[src/rtl/idxp_pkg.sv]
// Shared types, codes and decode helpers for the IDX header stream parser.
package idxp_pkg;

  typedef enum logic [2:0] {
    PH_MAGIC = 3'd0,
    PH_DIMS  = 3'd1,
    PH_DATA  = 3'd2,
    PH_DONE  = 3'd3,
    PH_ERROR = 3'd4
  } phase_e;

  typedef enum logic [2:0] {
    ERR_NONE       = 3'd0,
    ERR_NO_MAGIC   = 3'd1,
    ERR_BAD_MAGIC  = 3'd2,
    ERR_BAD_TYPE   = 3'd3,
    ERR_SHORT_DIMS = 3'd4,
    ERR_BAD_LENGTH = 3'd5,
    ERR_SHORT_DATA = 3'd6
  } err_e;

  localparam logic [7:0] TYPE_U8  = 8'h08;
  localparam logic [7:0] TYPE_S8  = 8'h09;
  localparam logic [7:0] TYPE_S16 = 8'h0B;
  localparam logic [7:0] TYPE_S32 = 8'h0C;
  localparam logic [7:0] TYPE_F32 = 8'h0D;
  localparam logic [7:0] TYPE_F64 = 8'h0E;

  localparam int unsigned COUNT_W = 64;
  localparam int unsigned HDR_W   = 11;

  // Result flags of the header length check.
  typedef struct packed {
    logic fits;       // length minus header is non-negative and a whole number of elements
    logic data_zero;  // no payload follows the header
  } len_chk_t;

  // Element size in bytes for a type code; zero for an unknown code.
  function automatic logic [3:0] decode_size(input logic [7:0] code);
    logic [3:0] sz;
    unique case (code) inside
      TYPE_U8, TYPE_S8:   sz = 4'd1;
      TYPE_S16:           sz = 4'd2;
      TYPE_S32, TYPE_F32: sz = 4'd4;
      TYPE_F64:           sz = 4'd8;
      default:            sz = 4'd0;
    endcase
    return sz;
  endfunction

  // log2 of an element size.
  function automatic logic [1:0] size_shift(input logic [3:0] sz);
    logic [1:0] k;
    unique case (sz)
      4'd2:    k = 2'd1;
      4'd4:    k = 2'd2;
      4'd8:    k = 2'd3;
      default: k = 2'd0;
    endcase
    return k;
  endfunction

endpackage

[src/rtl/idxp_len_check.sv]
// Header length check: payload length and expected element count from the file length.
module idxp_len_check #(
  parameter int unsigned LW = 48
) (
  input  logic [LW-1:0]           file_length_i,
  input  logic [7:0]              dims_i,
  input  logic [3:0]              elem_size_i,
  output logic [LW-1:0]           data_len_o,
  output logic [LW-1:0]           target_count_o,
  output idxp_pkg::len_chk_t      chk_o
);
  import idxp_pkg::*;

  logic [HDR_W-1:0] hdr_len;
  logic [LW:0]      diff;
  logic [1:0]       k;
  logic [2:0]       low_bits;

  // header is 4 bytes plus 4 per dimension
  assign hdr_len  = {1'b0, dims_i, 2'b00} + HDR_W'(4);
  assign diff     = {1'b0, file_length_i} - {{(LW + 1 - HDR_W){1'b0}}, hdr_len};
  assign k        = size_shift(elem_size_i);
  assign low_bits = diff[2:0] & ~(3'b111 << k);

  assign data_len_o     = diff[LW-1:0];
  assign target_count_o = diff[LW-1:0] >> k;
  assign chk_o.fits      = !diff[LW] && (low_bits == 3'd0);
  assign chk_o.data_zero = (diff[LW-1:0] == '0);

endmodule

[src/rtl/idxp_count.sv]
// Element count: byte-serial multiply of the running count by each dimension size.
module idxp_count (
  input  logic                          clk_i,
  input  logic                          rst_ni,
  input  logic                          en_i,
  input  logic                          last_i,
  input  logic [7:0]                    byte_i,
  input  logic                          size_zero_i,
  output logic [idxp_pkg::COUNT_W-1:0]  count_next_o,
  output logic                          ovf_next_o
);
  import idxp_pkg::*;

  localparam int unsigned ACC_W = COUNT_W + 32;

  logic [ACC_W-1:0]   acc_q, acc_d;
  logic [COUNT_W-1:0] count_q;
  logic               ovf_q;
  logic [COUNT_W+7:0] part;
  logic [ACC_W-1:0]   prod;

  // Horner step: acc = acc * 256 + count * byte
  assign part = count_q * byte_i;
  assign prod = {acc_q[ACC_W-9:0], 8'h00} + {{(ACC_W - COUNT_W - 8){1'b0}}, part};

  always_comb begin
    acc_d        = acc_q;
    count_next_o = count_q;
    ovf_next_o   = ovf_q;
    if (en_i) begin
      acc_d = last_i ? '0 : prod;
      if (last_i) begin
        if (size_zero_i) begin
          count_next_o = '0;
          ovf_next_o   = 1'b0;
        end else if (!ovf_q) begin
          if (prod[ACC_W-1:COUNT_W] != '0) begin
            // saturate
            count_next_o = '1;
            ovf_next_o   = 1'b1;
          end else begin
            count_next_o = prod[COUNT_W-1:0];
          end
        end
      end
    end
  end

  always_ff @(posedge clk_i or negedge rst_ni) begin
    if (!rst_ni) begin
      acc_q   <= '0;
      count_q <= COUNT_W'(1);
      ovf_q   <= 1'b0;
    end else begin
      acc_q   <= acc_d;
      count_q <= count_next_o;
      ovf_q   <= ovf_next_o;
    end
  end

endmodule

[src/rtl/idx_header_stream_parser.sv]
// Top level: input register, header/payload parse state machine and result register.
// A byte passes the input register, then the result register, to the master side.
// Throughput: one byte per cycle unless the master side stalls; the parse update and
// the count multiply step both complete between the input register and result register.
// Reset: asynchronous, active low; returns to the magic phase with count 1, no error,
// file_length 0. After an error or the end of data, bytes are consumed until reset.
module idx_header_stream_parser #(
  parameter int unsigned LENGTH_BITS = 48
) (
  input  logic        clk_i,
  input  logic        rst_ni,
  input  logic        cfg_we_i,
  input  logic [47:0] cfg_wdata_i,       // file_length
  input  logic        s_axis_tvalid,
  output logic        s_axis_tready,
  input  logic [7:0]  s_axis_tdata,      // [7:0] in_byte
  input  logic        s_axis_tlast,      // end_of_file
  output logic        m_axis_tvalid,
  input  logic        m_axis_tready,
  // [7:0] payload_byte, [11:8] element_bytes, [19:12] dim_count,
  // [83:20] element_count, [86:84] error_code, [87] zero
  output logic [87:0] m_axis_tdata,
  // [0] payload_valid, [1] element_end, [2] header_ok
  output logic [2:0]  m_axis_tuser,
  output logic        m_axis_tlast       // stream_end
);
  import idxp_pkg::*;

  localparam int unsigned LW = (LENGTH_BITS < 48) ? LENGTH_BITS : 48;

  // configuration
  logic [LW-1:0] file_length_q;

  // input register
  logic       in_v_q;
  logic [7:0] in_byte_q;
  logic       in_eof_q;

  // parse state
  phase_e        phase_q, phase_d;
  err_e          err_q, err_d;
  logic [1:0]    bif_q, bif_d;
  logic [3:0]    elem_size_q, elem_size_d;
  logic [7:0]    dims_total_q, dims_total_d;
  logic [7:0]    dims_seen_q, dims_seen_d;
  logic [23:0]   sacc_q, sacc_d;
  logic [LW-1:0] bytes_left_q, bytes_left_d;
  logic [2:0]    bie_q, bie_d;

  // result register
  logic                out_v_q;
  logic [7:0]          out_byte_q;
  logic [3:0]          out_esize_q;
  logic [7:0]          out_dims_q;
  logic [COUNT_W-1:0]  out_count_q;
  logic [2:0]          out_err_q;
  logic                out_pv_q, out_ee_q, out_se_q, out_hok_q;

  logic adv, step;
  logic pv, ee, se, hok;

  logic       last_bif;
  logic       magic_bad;
  logic [3:0] dec_size;
  logic       dims_done;
  logic [7:0] dims_seen_inc;
  logic       size_zero;
  logic       fin_pass;
  logic [3:0] bie_inc;
  logic [LW-1:0] bytes_left_dec;

  logic [7:0]          lc_dims;
  logic [3:0]          lc_esize;
  logic [LW-1:0]       data_len;
  logic [LW-1:0]       target_count;
  len_chk_t            lc;
  logic [COUNT_W-1:0]  count_next;
  logic                ovf_next;

  assign adv           = !out_v_q || m_axis_tready;
  assign step          = in_v_q && adv;
  assign s_axis_tready = !in_v_q || adv;

  assign last_bif      = (bif_q == 2'd3);
  assign magic_bad     = (sacc_q[23:16] != 8'h00) || (sacc_q[15:8] != 8'h00);
  assign dec_size      = decode_size(sacc_q[7:0]);
  assign dims_seen_inc = dims_seen_q + 8'd1;
  assign dims_done     = (dims_seen_inc == dims_total_q);
  assign size_zero     = ({sacc_q, in_byte_q} == 32'd0);
  assign bie_inc       = {1'b0, bie_q} + 4'd1;
  assign bytes_left_dec = (bytes_left_q != '0) ? bytes_left_q - LW'(1) : bytes_left_q;

  // header geometry seen by the length check: zero dims when finishing on the dimension count byte
  assign lc_dims  = (phase_q == PH_MAGIC) ? 8'd0 : dims_total_q;
  assign lc_esize = (phase_q == PH_MAGIC) ? dec_size : elem_size_q;

  idxp_len_check #(
    .LW (LW)
  ) u_len_check (
    .file_length_i  (file_length_q),
    .dims_i         (lc_dims),
    .elem_size_i    (lc_esize),
    .data_len_o     (data_len),
    .target_count_o (target_count),
    .chk_o          (lc)
  );

  idxp_count u_count (
    .clk_i        (clk_i),
    .rst_ni       (rst_ni),
    .en_i         (step && (phase_q == PH_DIMS)),
    .last_i       (last_bif),
    .byte_i       (in_byte_q),
    .size_zero_i  (size_zero),
    .count_next_o (count_next),
    .ovf_next_o   (ovf_next)
  );

  assign fin_pass = lc.fits && !ovf_next &&
                    (count_next == {{(COUNT_W - LW){1'b0}}, target_count});

  // next state
  always_comb begin
    phase_d = phase_q;
    err_d   = err_q;
    if (step) begin
      unique case (phase_q)
        PH_MAGIC: begin
          if (!last_bif) begin
            if (in_eof_q) begin
              phase_d = PH_ERROR;
              err_d   = ERR_NO_MAGIC;
            end
          end else if (magic_bad) begin
            phase_d = PH_ERROR;
            err_d   = ERR_BAD_MAGIC;
          end else if (dec_size == 4'd0) begin
            phase_d = PH_ERROR;
            err_d   = ERR_BAD_TYPE;
          end else if (in_byte_q == 8'd0) begin
            if (!fin_pass) begin
              phase_d = PH_ERROR;
              err_d   = ERR_BAD_LENGTH;
            end else if (lc.data_zero) begin
              phase_d = PH_DONE;
            end else if (in_eof_q) begin
              phase_d = PH_ERROR;
              err_d   = ERR_SHORT_DATA;
            end else begin
              phase_d = PH_DATA;
            end
          end else if (in_eof_q) begin
            phase_d = PH_ERROR;
            err_d   = ERR_SHORT_DIMS;
          end else begin
            phase_d = PH_DIMS;
          end
        end
        PH_DIMS: begin
          if (last_bif && dims_done) begin
            if (!fin_pass) begin
              phase_d = PH_ERROR;
              err_d   = ERR_BAD_LENGTH;
            end else if (lc.data_zero) begin
              phase_d = PH_DONE;
            end else if (in_eof_q) begin
              phase_d = PH_ERROR;
              err_d   = ERR_SHORT_DATA;
            end else begin
              phase_d = PH_DATA;
            end
          end else if (in_eof_q) begin
            phase_d = PH_ERROR;
            err_d   = ERR_SHORT_DIMS;
          end
        end
        PH_DATA: begin
          if (bytes_left_dec == '0) begin
            phase_d = PH_DONE;
          end else if (in_eof_q) begin
            phase_d = PH_ERROR;
            err_d   = ERR_SHORT_DATA;
          end
        end
        default: begin
        end
      endcase
    end
  end

  // datapath and result flags
  always_comb begin
    bif_d        = bif_q;
    elem_size_d  = elem_size_q;
    dims_total_d = dims_total_q;
    dims_seen_d  = dims_seen_q;
    sacc_d       = sacc_q;
    bytes_left_d = bytes_left_q;
    bie_d        = bie_q;
    pv           = 1'b0;
    ee           = 1'b0;
    se           = 1'b0;
    hok          = 1'b0;
    if (step) begin
      unique case (phase_q)
        PH_MAGIC: begin
          sacc_d = {sacc_q[15:0], in_byte_q};
          bif_d  = bif_q + 2'd1;
          if (last_bif && !magic_bad && (dec_size != 4'd0)) begin
            elem_size_d  = dec_size;
            dims_total_d = in_byte_q;
            dims_seen_d  = 8'd0;
            sacc_d       = '0;
            if ((in_byte_q == 8'd0) && fin_pass) begin
              hok          = 1'b1;
              bytes_left_d = data_len;
              bie_d        = 3'd0;
            end
          end
        end
        PH_DIMS: begin
          sacc_d = {sacc_q[15:0], in_byte_q};
          bif_d  = bif_q + 2'd1;
          if (last_bif) begin
            sacc_d      = '0;
            dims_seen_d = dims_seen_inc;
            if (dims_done && fin_pass) begin
              hok          = 1'b1;
              bytes_left_d = data_len;
              bie_d        = 3'd0;
            end
          end
        end
        PH_DATA: begin
          pv           = 1'b1;
          bytes_left_d = bytes_left_dec;
          if (bie_inc >= elem_size_q) begin
            ee    = 1'b1;
            bie_d = 3'd0;
          end else begin
            bie_d = bie_inc[2:0];
          end
          se = (bytes_left_dec == '0);
        end
        default: begin
        end
      endcase
    end
  end

  always_ff @(posedge clk_i or negedge rst_ni) begin
    if (!rst_ni) begin
      file_length_q <= '0;
      in_v_q        <= 1'b0;
      phase_q       <= PH_MAGIC;
      err_q         <= ERR_NONE;
      bif_q         <= 2'd0;
      elem_size_q   <= 4'd0;
      dims_total_q  <= 8'd0;
      dims_seen_q   <= 8'd0;
      sacc_q        <= '0;
      bytes_left_q  <= '0;
      bie_q         <= 3'd0;
      out_v_q       <= 1'b0;
    end else begin
      if (cfg_we_i) begin
        file_length_q <= cfg_wdata_i[LW-1:0];
      end
      if (s_axis_tvalid && s_axis_tready) begin
        in_v_q <= 1'b1;
      end else if (step) begin
        in_v_q <= 1'b0;
      end
      phase_q      <= phase_d;
      err_q        <= err_d;
      bif_q        <= bif_d;
      elem_size_q  <= elem_size_d;
      dims_total_q <= dims_total_d;
      dims_seen_q  <= dims_seen_d;
      sacc_q       <= sacc_d;
      bytes_left_q <= bytes_left_d;
      bie_q        <= bie_d;
      if (step) begin
        out_v_q <= 1'b1;
      end else if (m_axis_tready) begin
        out_v_q <= 1'b0;
      end
    end
  end

  // payload registers: load the request and its result
  always_ff @(posedge clk_i) begin
    if (s_axis_tvalid && s_axis_tready) begin
      in_byte_q <= s_axis_tdata;
      in_eof_q  <= s_axis_tlast;
    end
    if (step) begin
      out_byte_q  <= pv ? in_byte_q : 8'h00;
      out_esize_q <= elem_size_d;
      out_dims_q  <= dims_total_d;
      out_count_q <= count_next;
      out_err_q   <= err_d;
      out_pv_q    <= pv;
      out_ee_q    <= ee;
      out_se_q    <= se;
      out_hok_q   <= hok;
    end
  end

  assign m_axis_tvalid = out_v_q;
  assign m_axis_tdata  = {1'b0, out_err_q, out_count_q, out_dims_q, out_esize_q, out_byte_q};
  assign m_axis_tuser  = {out_hok_q, out_ee_q, out_pv_q};
  assign m_axis_tlast  = out_se_q;

endmodule

[config.mk]
export PLATFORM = sky130hd
export DESIGN_NAME = idx_header_stream_parser
export DESIGN_NICKNAME = d
export VERILOG_FILES = /design/src/rtl/idxp_pkg.sv /design/src/rtl/idxp_len_check.sv /design/src/rtl/idxp_count.sv /design/src/rtl/idx_header_stream_parser.sv
export SDC_FILE = /design/constraint.sdc
export NUM_CORES = 2
export LEC_CHECK = 0
export ABC_AREA = 1
export BUFFER_PORTS_ARGS = -buffer_cell sky130_fd_sc_hd__buf_2
export CORE_ASPECT_RATIO = 0.7
export CORE_MARGIN = 5
export CORE_UTILIZATION = 32
export DETAILED_ROUTE_END_ITERATION = 8
export SLEW_MARGIN = 30
export SYNTH_ARGS = -nofsm -noshare
export SYNTH_HDL_FRONTEND = slang
export SYNTH_SLANG_ARGS = --single-unit
[constraint.sdc]
create_clock -name clk_i -period 7.16 [get_ports clk_i]
set_input_delay 0 -clock clk_i [delete_from_list [all_inputs] [get_ports clk_i]]
set_output_delay 0 -clock clk_i [all_outputs]
set_load 0.05 [all_outputs]
Word-level counts from Yosys, hierarchy flattened
Index checks and enable logic that the tools add are counted.
{"block": "word_totals", "elab_cells": 176, "register_bits": 406}
{"block": "op_classes", "mux": 76, "eq_ne": 18, "bitwise_logic": 2, "n_mul": 1, "n_reduce_logical": 43, "n_addsub": 7, "shift": 2, "order_cmp": 1}
{"op": "two-way mux 64 bit", "count": 5}
{"op": "two-way mux 48 bit", "count": 5}
{"op": "one-hot mux 48 bit (3 select lines)", "count": 1}
{"op": "adder 96 x 72 -> 96 bit", "count": 1}
{"op": "zero test 48 bit", "count": 2}
{"op": "two-way mux 88 bit", "count": 1}
{"op": "two-way mux 3 bit", "count": 28}
{"op": "multiplier 64 x 8 -> 72 bit", "count": 1}
{"op": "== test 64 x 48 -> 1 bit", "count": 1}
{"op": "subtractor 48 x 11 -> 49 bit", "count": 1}
{"op": "== test 8 x 4 -> 1 bit (second input constant)", "count": 6}
{"op": "two-way mux 24 bit", "count": 2}
{"op": "two-way mux 8 bit", "count": 6}
{"op": "one-hot mux 24 bit (2 select lines)", "count": 1}
{"op": "nonzero test 48 bit", "count": 1}
{"op": "right shift 48 x 2 -> 48 bit", "count": 1}
{"op": "subtractor 48 x 1 -> 48 bit (second input constant)", "count": 1}
{"op": "zero test 32 bit", "count": 1}
{"op": "nonzero test 32 bit", "count": 1}
{"op": "one-hot mux 3 bit (3 select lines)", "count": 3}
{"op": "two-way mux 1 bit", "count": 16}
{"op": "two-way mux 4 bit", "count": 4}
{"op": "one-hot mux 4 bit (4 select lines)", "count": 1}
{"op": "one-hot mux 8 bit (2 select lines)", "count": 1}
{"op": "other kinds (33)", "count": 59}

Longest topological paths before layout
{"block": "logic_depth", "word_depth": 20, "depth_mapped": 51, "ltp_nobuf": 47}

Modules after synthesis
A second synthesis with hierarchy kept.
{"block": "unflattened", "hier_cells": 6905, "area_unflattened_um2": 47420.5}
{"module": "idxp_count", "n_inst": 1, "area_per_inst_um2": 29415.7, "cells_each": 4398}
{"module": "idx_header_stream_parser", "n_inst": 1, "area_per_inst_um2": 14141.1, "cells_each": 1673}
{"module": "idxp_len_check", "n_inst": 1, "area_per_inst_um2": 3863.7, "cells_each": 834}

Worst setup path after synthesis
OpenSTA, ideal clock, no wires.
{"block": "synth_timing", "kind": "register -> register", "from": "register in_byte_q[0]", "to": "register bytes_left_q[11]", "arrival_time_ps": 6674, "path_buffers": 6, "path_slack_ps": 363, "setup_ps": 123, "path_stages_with_launch": 45, "required_time_ps": 7037, "path_cell_list": "edfxtp_1 > clkbuf_1 > clkbuf_1 > buf_1 > nand2_1 > fa_1 > inv_1 > fa_1 > fa_1 > inv_1 > fa_1 > inv_1 > ha_1 > nand2_1 > nor2_2 > inv_2 > nor2_1 > inv_2 > (+9 left out) > nand2_1 > nor2_2 > buf_6 > buf_6 > nand3_1 > nand2_1 > nand2_1 > nand2_1 > nand2_1 > nor3_1 > nand3_1 > nor2_4 > nand3_1 > a21oi_4 > nand2_4 > buf_2 > nand2_1 > o21ai_2"}
{"block": "synth_between", "elab_cells_between_ends": 24, "classes_between": "add/sub (1); mul (1); eq/ne (3); mux (10); reduce/logical (9)"}
{"element": "start, declared", "line": "idx_header_stream_parser.sv:36", "text": "logic [7:0] in_byte_q;"}
{"element": "start signal, assigned", "line": "idx_header_stream_parser.sv:294", "text": "in_byte_q <= s_axis_tdata;"}
{"element": "multiplier 64 x 8 -> 72 bit", "line": "idxp_count.sv:23", "text": "assign part = count_q * byte_i;"}
{"element": "adder 96 x 72 -> 96 bit", "line": "idxp_count.sv:24", "text": "assign prod = {acc_q[ACC_W-9:0], 8'h00} + {{(ACC_W - COUNT_W - 8){1'b0}}, part};"}
{"element": "nonzero test 32 bit", "line": "idxp_count.sv:37", "text": "if (prod[ACC_W-1:COUNT_W] != '0) begin"}
{"element": "two-way mux 64 bit", "line": "idxp_count.sv:37"}
{"element": "two-way mux 64 bit", "line": "idxp_count.sv:36", "text": "end else if (!ovf_q) begin"}
{"element": "two-way mux 64 bit (*)", "line": "idxp_count.sv:33", "text": "if (size_zero_i) begin"}
{"element": "two-way mux 64 bit (*)", "line": "idxp_count.sv:32", "text": "if (last_i) begin"}
{"element": "two-way mux 64 bit (*)", "line": "idxp_count.sv:30", "text": "if (en_i) begin"}
{"element": "via count_next[22]", "line": "idx_header_stream_parser.sv:77", "text": "logic [COUNT_W-1:0] count_next;"}
{"element": "== test 64 x 48 -> 1 bit (*)", "line": "idx_header_stream_parser.sv:120", "text": "(count_next == {{(COUNT_W - LW){1'b0}}, target_count});"}
{"element": "logical AND 1 bit (*)", "line": "idx_header_stream_parser.sv:119", "text": "assign fin_pass = lc.fits && !ovf_next &&"}
{"element": "logical AND 1 bit, on equally long branches", "line": "idx_header_stream_parser.sv:227, idx_header_stream_parser.sv:214"}
{"element": "inequality test 2 x 1 -> 1 bit (no source line)"}
{"element": "AND reduction 6 bit (no source line) (*)"}
{"element": "end signal, assigned", "line": "idx_header_stream_parser.sv:281", "text": "bytes_left_q <= bytes_left_d;"}
{"element": "end, declared", "line": "idx_header_stream_parser.sv:47", "text": "logic [LW-1:0] bytes_left_q, bytes_left_d;"}
The timed path passes the listed nets; every way through them passes the cells marked *.
A chain may end at the register's enable or synchronous reset.

Final worst setup path
{"block": "layout_timing", "from": "register in_byte_q[1]", "to": "register bytes_left_q[20]"}
The elaborated chain is that of the path after synthesis.

==> results.tsv <==
stage	metric	value	unit
status	status	complete, but fails checks	
status	failing checks	setup timing	
timing	worst slew pin tran	0.9599	ns
yosys	count leader, synth	nand2_1	
timing	Max transition margin	36.01	%
timing	fin worst setup slack	-0.9687	ns
die	Die ar.	150300	um^2
die	CORE AREA	141000	um^2
worst_setup_path	crit-path most repeated cell	nand2_1	
clock_tree	clock root cell	clkbuf_16	
worst_setup_path	CP required	7.69	ns
die	IO Pins	156	
worst_setup_path	startpoint types	flip-flop	
worst_setup_path	Worst Reg-to-Reg Cells	44	
yosys	netlist area before placement	45620	um^2
clock_tree	CTS Buf Count	50	
yosys	post-synth top area cell	fa_1	
routing	Met2 Wirelength	75450	um
worst_setup_path	WP data arrival	8.66	ns
clock_tree	# clock sinks	406	
global_route	vias in the first global route	45510	
pwr	share of total power in the clock network	36.3	%
worst_setup_path	CP peak stage delay	0.59	ns
pwr	combinational power share	31.8	%
routing	DR DRC count	0	
worst_setup_path	cell depth of the worst setup path	44	
worst_setup_path	CP delay by family, top	simple AND/OR/NAND/NOR gates	
routing	Wirelength per Cell	19.85	um
cells_and_area	end-of-flow core utilization	43.30	%
yosys	async set-or-reset flop fraction in the synthesized netlist	75.37	%
timing	fmax	0.1230	GHz
routing	Initial DRC Count	4442	
global_route	initial antenna violation count	3	
routing	drt total wl	193400	um
clock_tree	worst skew pair latency	0.67	ns
yosys	Cell variety after synth	54	
timing	Slew Viols, Final	0	
timing	Hold WS	0.03589	ns
cells_and_area	Area growth, synth to finish	33.83	%
place	gp weighted congestion	0.9946	
routing	max layer used	met5	
routing	Antenna Nets Post-Route	0	
hold_path	worst hold path type	input port to flip-flop	
die	Die H	325.9	um
yosys	syn nets	7453	
yosys	Syn Inst Count	6830	
place	Place WS	-1.540	ns
worst_setup_path	slowest cell on the critical path	fa_1	
worst_setup_path	Crit. Startpoint	in_byte_q[1]	
routing	drt pass-1 iters	6	
worst_setup_path	crit path kind	flip-flop to flip-flop	
routing	drt via density	4.821	
cells_and_area	Filler cells	14430	
yosys	ys flop type	dfrtp_1	
clock_tree	CTS tree	yes	
global_route	largest net degree at the start of global routing	125	
global_route	wire length of the first global-routing pass	283300	um
pwr	Leak	34.94	nW
clock_tree	clock-pin transition on the worst setup and hold timing paths	0.07	ns
routing	met3 WL post-DR	21280	um
clock_tree	H-tree depth	2	
yosys	EDFF count, synth	100	
routing	WL met1	93030	um
pwr	PnR Total Power	0.007924	W
yosys	main area contributors after synthesis	fa_1, nand2_1, dfrtp_1, inv_1, edfxtp_1	
global_route	gr usage total	24.67	%
timing	clk_skew	0.04478	ns
worst_setup_path	Critical R2R Capture	bytes_left_q[20]	
cells_and_area	NumNets Final	8442	
timing	Period minus WS final	8.129	ns
die	die width	461.3	um
pwr	P_sw	0.002894	W
yosys	ranking of synthesized cells by instance count	nand2_1, inv_1, nor2_1	
pwr	Sw Share	36.52	%
timing	unrepaired setup endpoints after global routing	yes	
timing	final setup fails	61	
timing	Final Hold Vio Count	0	
global_route	total grt overflow	0	
worst_setup_path	Worst Setup End Kind	flip-flop	
routing	DR vias	46960	
job	max-cap violations	0	
worst_setup_path	crit-path max FO	11	
yosys	Yosys top cell area share	19.09	%
cells_and_area	share of post-route cells with drive strength above 1	22.62	%
worst_setup_path	FF-to-FF Start	in_byte_q[1]	
worst_setup_path	reg-to-reg slack, setup	-0.97	ns
timing	Final period util	113.5	%
yosys	syn avg cell area	6.680	um^2
pwr	sequential power share	31.9	%
yosys	Synth Register Bits	406	
pwr	VDD IR max	0.1782	mV
pwr	internal power	0.005030	W
yosys	post-synthesis sequential area ratio	23.37	%
clock_tree	CTS max path bufs	3	
worst_setup_path	Setup crit end	bytes_left_q[20]	
die	initial core utilization	32.35	%
pwr	Power Density	129.8	nW/um^2
place	DP HPWL	148900	um
die	row cnt	115	
yosys	yosys warns	0	
place	port bufs	154	
worst_setup_path	Buf/Inv on CP	11	
==> through the flow <==
step,cells,setup TNS [ns],cell area [um^2]
3_3_place_gp,9476,-85.66,54810
4_1_cts,9678,-38.14,59130
2_1_floorplan,6830,0,45620
3_5_place_dp,9476,-89.87,54810
5_1_grt,9733,-68.07,61040
6_report,9740,-53.96,61050
==> how the worst min path moves through the flow <==
stage	slack, ns	depth (start not counted)	to	startpoint
after floorplan	-0.30	0	bie_q[0]	rst_ni
after global placement	0.04	1	u_count.acc_q[62]	rst_ni
after detailed placement	0.04	1	u_count.acc_q[62]	rst_ni
after CTS	0.007	4	file_length_q[6]	cfg_we_i
after global routing	0.06	2	in_byte_q[1]	s_axis_tdata[1]
final	0.04	4	file_length_q[5]	cfg_we_i
==> sequential cells by signal, summed over array words and instances, names as in the netlist, 2 cells and up <==
name and count:
u_count.acc_q 88, out_count_q 64, u_count.count_q 64, bytes_left_q 48, file_length_q 48, sacc_q 24, dims_seen_q 8, dims_total_q 8
in_byte_q 8, out_byte_q 8, out_dims_q 8, elem_size_q 4, out_esize_q 4, bie_q 3, err_q 3, out_err_q 3
phase_q 3, bif_q 2
==> power groups by stage <==
stage | Sequential, W | Clock, W | Combinational (W)
after floorplan | 0.00271 | 0 | 0.000948
after global placement | 0.00257 | 0 | 0.00219
after detailed placement | 0.00257 | 0 | 0.00219
after CTS | 0.00253 | 0.00293 | 0.00236
after global routing | 0.00253 | 0.00302 | 0.00271
final | 0.00253 | 0.00287 | 0.00252
==> what timing repair did <==
item,in CTS,in global routing
hold buffers,66,0
gates cloned,7,15
setup buffers,35,43
endpoints found under the setup margin,61,61
resized for setup,285,317
endpoints found under the hold margin,128,0
pin swaps,78,161
==> cells by family (layout without fill, tap and decap cells) <==
family / count (synthesis) / in the layout / share of synthesized area (%)
adders and majority gates: 561 / 561 / 22.54
xor gates and xnor gates: 139 / 139 / 2.668
and+or+nand+nor: 3380 / 3381 / 29.93
other: 1 / 8 / 0.008220
muxes: 13 / 13 / 0.3209
buffers and inverters: 1867 / 2897 / 15.62
AOI/OAI and AO/OA: 463 / 463 / 5.548
DFF: 406 / 406 / 23.37
==> cell type report <==
class	count	area [um^2]	share of cell area, %
clock inverters	30	397.9	0.6517
repair buffers	1186	9902	16.22
inverters	1617	6077	9.953
multi-input cells	4558	30270	49.57
well taps	1872	2342	3.836
diodes	7	17.52	0.02869
flip-flops and latches	406	10660	17.47
clock buffers	64	1386	2.271
==> per-layer routing <==
metal | vias to the layer above | global-route usage [%]
li1 | 22170 | -
met1 | 22730 | 38.89
met2 | 1843 | 34.29
met3 | 214 | 5.478
met4 | 4 | 4.327
met5 | - | 0
==> layout by cell type, fill, tap and decap left out, drive strengths merged, types with 4 or more instances in the layout <==
| cell type | netlist | final |
|---|---|---|
| a21oi | 114 | 114 |
| a22o | 5 | 5 |
| a31oi | 11 | 11 |
| and2 | 5 | 5 |
| and3 | 4 | 4 |
| buf | 94 | 1108 |
| bufinv | 0 | 6 |
| clkbuf | 156 | 77 |
| clkinv | 6 | 16 |
| clkinvlp | 0 | 7 |
| dfrtp | 305 | 305 |
| diode | 0 | 7 |
| dlygate4sd3 | 0 | 65 |
| edfxtp | 100 | 100 |
| fa | 435 | 435 |
| ha | 126 | 126 |
| inv | 1611 | 1618 |
| mux2 | 13 | 13 |
| nand2 | 2192 | 2193 |
| nand3 | 320 | 320 |
| nand3b | 22 | 22 |
| nand4 | 71 | 71 |
| nor2 | 673 | 673 |
| nor3 | 60 | 60 |
| nor4 | 23 | 23 |
| o211ai | 5 | 5 |
| o21a | 7 | 7 |
| o21ai | 265 | 265 |
| o21bai | 8 | 8 |
| o22ai | 39 | 39 |
| or2 | 9 | 9 |
| xnor2 | 38 | 38 |
| xor2 | 101 | 101 |
==> worst min-delay path: cells and delay by family <==
kind | cells | cell delay (ns)
buffers and inverters | 2 | 0.45
AND/OR/NAND/NOR | 1 | 0.12
AO/OA/AOI/OAI | 1 | 0.07
Power figures use the tool's default switching activity.
